$ cat src/rtl/core/ipb_pkg.sv
// Package for the interval phase binner: widths, table geometry, shared types.
// No dependencies.
package ipb_pkg;
  localparam int SeriesCount = 256;
  localparam int EntriesPerSeries = 128;
  localparam int FirstSeries = 1;
  localparam int BinBits = 30;
  localparam int HalfBits = 15;
  localparam int FracBits = 16;
  localparam int AddrBits = 15;
  localparam int TableDepth = 1 << AddrBits;
  localparam int SlotBits = $clog2(EntriesPerSeries);
  localparam int TimeBits = 48;
  localparam int SecBits = 32;

  localparam logic REQ_LOAD = 1'b0;
  localparam logic REQ_QUERY = 1'b1;

  typedef struct packed {
    logic                is_query;
    logic [AddrBits-1:0] addr;
    logic [SecBits-1:0]  seconds;
    logic [AddrBits-1:0] base;
    logic [TimeBits-1:0] now;
  } ipb_cmd_t;

  typedef enum logic [3:0] {
    ST_IDLE, ST_RD_FIRST, ST_RD_LAST, ST_CHECK, ST_SCAN_RD, ST_SCAN_CMP,
    ST_PREV_RD, ST_DIV, ST_OUT
  } ipb_state_t;
endpackage

$ cat src/rtl/core/ipb_front.sv
// Front end: accepts requests, clamps the series and forms the row base.
// Depends on ipb_pkg.
module ipb_front import ipb_pkg::*; (
  input  logic                clk,
  input  logic                rst,
  input  logic                valid,
  output logic                ready,
  input  logic                req_type,
  input  logic [AddrBits-1:0] entry_index,
  input  logic [SecBits-1:0]  entry_seconds,
  input  logic [7:0]          series_number,
  input  logic [TimeBits-1:0] now_time,
  output logic                q_valid,
  input  logic                q_ready,
  output ipb_cmd_t            q_cmd
);
  localparam int Depth = 2;
  ipb_cmd_t    fifo [Depth];
  logic        wp, rp;
  logic [1:0]  count;
  ipb_cmd_t    cmd;
  logic [8:0]  ser;
  logic [31:0] base_full;

  always_comb begin
    if ({1'b0, series_number} < 9'(FirstSeries)) ser = '0;
    else ser = {1'b0, series_number} - 9'(FirstSeries);
    if (ser > 9'(SeriesCount - 1)) ser = 9'(SeriesCount - 1);
    base_full = 32'(ser) * 32'(EntriesPerSeries);
    cmd.is_query = (req_type == REQ_QUERY);
    cmd.addr = entry_index;
    cmd.seconds = entry_seconds;
    cmd.base = base_full[AddrBits-1:0];
    cmd.now = now_time;
  end

  assign ready = (count != 2'(Depth));
  assign q_valid = (count != 2'd0);
  assign q_cmd = fifo[rp];

  always_ff @(posedge clk) begin
    if (rst) begin
      wp <= 1'b0;
      rp <= 1'b0;
      count <= '0;
    end else begin
      if (valid && ready) begin
        fifo[wp] <= cmd;
        wp <= ~wp;
      end
      if (q_valid && q_ready) rp <= ~rp;
      count <= count + 2'(valid && ready) - 2'(q_valid && q_ready);
    end
  end

`ifndef ASSERT_OFF
  a_no_overflow: assert property (@(posedge clk) disable iff (rst)
    count == 2'(Depth) |-> !ready) else $error("queue overflow");
  a_count_range: assert property (@(posedge clk) disable iff (rst)
    count <= 2'(Depth)) else $error("queue count out of range");
  a_empty_idle: assert property (@(posedge clk) disable iff (rst)
    count == 2'd0 |-> !q_valid) else $error("empty queue presents");
`endif
endmodule

$ cat config.mk
export PLATFORM = sky130hd
export DESIGN_NAME = ipb_front
export DESIGN_NICKNAME = d
export VERILOG_FILES = /design/src/rtl/core/ipb_pkg.sv /design/src/rtl/core/ipb_front.sv
export SDC_FILE = /design/constraint.sdc
export NUM_CORES = 1
export LEC_CHECK = 0
export ABC_AREA = 1
export BUFFER_PORTS_ARGS = -buffer_cell sky130_fd_sc_hd__buf_2
export CORE_ASPECT_RATIO = 1.1
export CORE_MARGIN = 8
export CORE_UTILIZATION = 44
export DETAILED_ROUTE_END_ITERATION = 6
export HOLD_SLACK_MARGIN = 0.08
export PLACE_DENSITY = 0.68
export RECOVER_POWER = 25
export SLEW_MARGIN = 20
export SYNTH_ARGS = -nofsm -noshare
export SYNTH_HDL_FRONTEND = slang
export SYNTH_SLANG_ARGS = --single-unit
export TNS_END_PERCENT = 50
$ cat constraint.sdc
create_clock -name clk -period 20.7 [get_ports clk]
set_input_delay 3.105 -clock clk [delete_from_list [all_inputs] [get_ports clk]]
set_output_delay 3.105 -clock clk [all_outputs]
set_load 0.005 [all_outputs]
==> impl_table.tex <==
\begin{tabular}{lr}
\hline
Metric & Value \\
\hline
\multicolumn{2}{l}{\textbf{Run status}} \\
Result of the run & finished, final reports clean \\
\multicolumn{2}{l}{\textbf{Floorplan}} \\
Number of top-level pins & 221 \\
Die Area & 23400 um\^{}2 \\
Starting Density & 44.8\% \\
Core Box Area & 18400 um\^{}2 \\
Std-Cell Rows & 52 \\
DIE WIDTH & 147 um \\
Die span in y & 160 um \\
\multicolumn{2}{l}{\textbf{Layout}} \\
Fin cells & 891 \\
Total Nets Final & 748 \\
Fill cell total of the finished layout & 1467 \\
Fraction of layout instances using a drive strength above 1 & 50.4\% \\
Area Growth Syn to Fin & 22.0\% \\
Post-route design area & 10100 um\^{}2 \\
\multicolumn{2}{l}{\textbf{Detailed routing}} \\
DRC violation total after the first TritonRoute iteration & 182 \\
Average via count per standard cell & 4.78 \\
First drt pass iteration count & 4 \\
Total vias in the final route & 4258 \\
Routed length per instance & 18.1 um \\
Count of nets left with antenna violations after detail routing & 0 \\
Total wire length & 16.1 mm \\
Post-detailed-route DRC marker count & 0 \\
\multicolumn{2}{l}{\textbf{STA}} \\
Worst slew pin tran & 1.07 ns \\
Worst clock skew & 0.00888 ns \\
Share of the clock period used by the worst path after layout & 28.4\% \\
Highest clock frequency the design can meet & 170 MHz \\
RSZ-0062 raised after global routing & no \\
Sum of negative setup slack & 0 ns \\
Worst slew slack as a fraction of its limit & 28.6\% \\
Final setup violation count & 0 \\
Time the final worst path needs with I/O delays and setup & 5.89 ns \\
Fin. Hold Viols & 0 \\
Pins Over Slew Limit & 0 \\
\multicolumn{2}{l}{\textbf{Synthesis}} \\
Number of distinct library cells after synthesis & 22 \\
Proportion of synthesized flip-flops having asynchronous set or reset & 0\% \\
Post-Syn Area & 8260 um\^{}2 \\
Yosys synthesis warning count & 0 \\
Number of enable flip-flop cells after synthesis & 208 \\
Post-synthesis average cell area & 20.1 um\^{}2 \\
Synthesized flop and latch total & 213 \\
Register area share after synthesis & 76.8\% \\
Area share of the largest cell type after synthesis & 75.6\% \\
Number of standard cells after synthesis & 410 \\
Post-synth top area cell & sky130\_fd\_sc\_hd\_\_edfxtp\_1 \\
Dominant cells by area after synthesis & sky130\_fd\_sc\_hd\_\_edfxtp\_1 76\%, sky130\_fd\_sc\_hd\_\_mux2\_4 11\%, sky130\_fd\_sc\_hd\_\_mux2\_2 6.0\% \\
Top\_reg\_cell synth & sky130\_fd\_sc\_hd\_\_edfxtp\_1 \\
\multicolumn{2}{l}{\textbf{Place}} \\
Number of buffers inserted by port buffering & 213 \\
Weighted congestion reported at the end of routability-driven placement & 0.757 \\
Number of cells in the design after placement & 857 \\
Half-perimeter wire length after detailed placement & 11.3 mm \\
Post-Place Cell Area & 9530 um\^{}2 \\
\multicolumn{2}{l}{\textbf{GRT}} \\
Largest net degree at the start of global routing & 72 \\
Gr usage total & 13.3\% \\
Overflow left after global routing & 0 \\
First-pass GRT wire length & 24.9 mm \\
Antenna violations before repair & 3 \\
Number of global-route vias before repair & 4769 \\
\multicolumn{2}{l}{\textbf{Power and ir drop}} \\
Combinational share of power & 20.1\% \\
Sequential power share & 49.7\% \\
Portion of total power attributed to the clock network & 30.2\% \\
Internal & 0.820 mW \\
Worst IR Drop VDD & 0.0862 mV \\
Pwr Density & 107 nW/um\^{}2 \\
Net switching power figure & 0.258 mW \\
Switching fraction of total power & 23.9\% \\
Total leakage power & 3.85 nW \\
\multicolumn{2}{l}{\textbf{Clock tree}} \\
Clock buffers created by TritonCTS & 21 \\
Insertion delay to the later sink of the worst-skew pair & 0.48 ns \\
Number of buffers on the longest clock path & 3 \\
Clock tree root driver cell & sky130\_fd\_sc\_hd\_\_clkbuf\_16 \\
Clock transition at path regs & 0.06 ns \\
\# clock sinks & 213 \\
Number of H-tree levels & 1 \\
TritonCTS clock tree & built \\
Post-CTS Setup Bufs & 0 \\
Hold Buf Count CTS & 0 \\
PostCTS Resize Cnt & 0 \\
\multicolumn{2}{l}{\textbf{Critical path}} \\
Standard cell with the maximum stage delay on the critical path & sky130\_fd\_sc\_hd\_\_buf\_4 \\
CP peak stage delay & 0.93 ns \\
Startpoint of the worst-slack reg-to-reg timing path & count[0] \\
Arrival time worst endpoint & 2.78 ns \\
CP Capture Type & primary output \\
Worst setup SP type & flip-flop \\
Worst Setup Path Type & flip-flop to primary output \\
Critical path required time & 17.59 ns \\
Cell family contributing the most delay on the critical path & buffers and inverters \\
Worst-path fanout max & 60 \\
Count of buffering cells on the critical path with inverters included & 2 \\
Cell Chain, Critical Path & buf\_4 -> mux2\_2 -> buf\_2 \\
\multicolumn{2}{l}{\textbf{Hold path}} \\
Tightest Hold Check Type & flip-flop to flip-flop \\
Hold\_sp & wp \\
\multicolumn{2}{l}{\textbf{Run}} \\
Max cap viols & 0 \\
\hline
\end{tabular}
## final cells by class
class	instances	area [um^2]	area share (%)
clock buffers	27	548	5.44
diodes	1	2.50	0.0248
multi-input cells	169	1720	17.1
well taps	243	304	3.02
flip-flops and latches	213	6350	63.0
clock inverters	6	26.3	0.261
inverters	15	56.3	0.559
repair buffers	217	1070	10.6
## placed cells by master, fill, tap and decap left out
cell                          n
sky130_fd_sc_hd__o21ai_0      3
sky130_fd_sc_hd__clkbuf_1    30
sky130_fd_sc_hd__mux2_2      44
sky130_fd_sc_hd__clkbuf_16   21
sky130_fd_sc_hd__clkinv_1     3
sky130_fd_sc_hd__a21oi_1      5
sky130_fd_sc_hd__nand3_1      5
sky130_fd_sc_hd__diode_2      1
sky130_fd_sc_hd__clkinv_2     3
sky130_fd_sc_hd__inv_1       15
sky130_fd_sc_hd__nor2_2       2
sky130_fd_sc_hd__nand3b_1     1
sky130_fd_sc_hd__nand4_1      2
sky130_fd_sc_hd__edfxtp_1   208
sky130_fd_sc_hd__nand2_1     20
sky130_fd_sc_hd__conb_1       7
sky130_fd_sc_hd__xnor2_1      2
sky130_fd_sc_hd__nor2_1      12
sky130_fd_sc_hd__dfxtp_4      1
sky130_fd_sc_hd__dfxtp_1      4
sky130_fd_sc_hd__buf_2      189
sky130_fd_sc_hd__ha_1         3
sky130_fd_sc_hd__nor2_4       1
sky130_fd_sc_hd__a21boi_0     1
sky130_fd_sc_hd__buf_4        4
sky130_fd_sc_hd__nor3_2       1
sky130_fd_sc_hd__mux2_4      60
## power groups by stage
stage | Sequential, mW | Combinational, mW | Clock (mW)
after global routing | 0.540 | 0.237 | 0.355
after global placement | 0.544 | 0.219 | 0
after CTS | 0.537 | 0.224 | 0.336
after detailed placement | 0.546 | 0.223 | 0
final | 0.536 | 0.217 | 0.325
after floorplan | 0.538 | 0.151 | 0
## synth_stat cells (2+ instances only)
library cell,count
sky130_fd_sc_hd__edfxtp_1,208
sky130_fd_sc_hd__nand4_1,2
sky130_fd_sc_hd__buf_2,4
sky130_fd_sc_hd__xnor2_1,2
sky130_fd_sc_hd__mux2_2,44
sky130_fd_sc_hd__o21ai_0,3
sky130_fd_sc_hd__buf_6,7
sky130_fd_sc_hd__nand2_1,20
sky130_fd_sc_hd__nand3_1,5
sky130_fd_sc_hd__nor2_2,2
sky130_fd_sc_hd__inv_1,15
sky130_fd_sc_hd__dfxtp_1,5
sky130_fd_sc_hd__nor2_1,13
sky130_fd_sc_hd__a21oi_1,5
sky130_fd_sc_hd__buf_4,7
sky130_fd_sc_hd__mux2_4,60
sky130_fd_sc_hd__ha_1,3
## worst paths after layout
path	slack, ns	end	cells past startpoint
min	0.47	wp	2
max	14.81	q_cmd[33]	3
max reg2reg	17.99	fifo[0][40]	5
min reg2reg	0.47	wp	2
## routing by layer
metal,GRT usage [%],part of all wire (%),up-vias
li1,-,-,2005
met1,15.1,39,2048
met2,23.2,51,175
met3,4.75,8.6,26
met4,3.52,1.6,4
met5,0,0.15,-
## worst min-delay path, cell delays in order, from the launching register on
cell	delay, ns
sky130_fd_sc_hd__dfxtp_1	0.31
sky130_fd_sc_hd__nand2_1	0.06
sky130_fd_sc_hd__a21oi_1	0.05
## through the flow
step,hold WS (ns),power (mW),worst slack (ns),util (%)
after floorplan,0.434,0.690,9.79,-
after global placement,0.450,0.762,15.26,51.8
after detailed placement,0.460,0.769,15.19,51.8
after CTS,0.469,1.10,14.72,54.9
after global routing,0.482,1.13,14.63,54.7
final,0.469,1.08,14.81,54.7
## sequential cells by signal (all words and copies together) (netlist names), named ones only
signal  cells
wp          1
rp          1
count       2
fifo      208
## cell families (layout without fill, tap and decap cells)
kind of cell	count (synthesis)	in the layout	synth area share (%)
flops	213	213	76.8
mux	104	104	16.9
other cells	1	8	0.0454
xor+xnor	2	2	0.212
fa+ha+maj	3	3	0.455
buf+inv	34	265	2.70
compound gates	9	9	0.576
simple gates	44	44	2.26
Note: power is estimated with default switching activity, not from simulation.
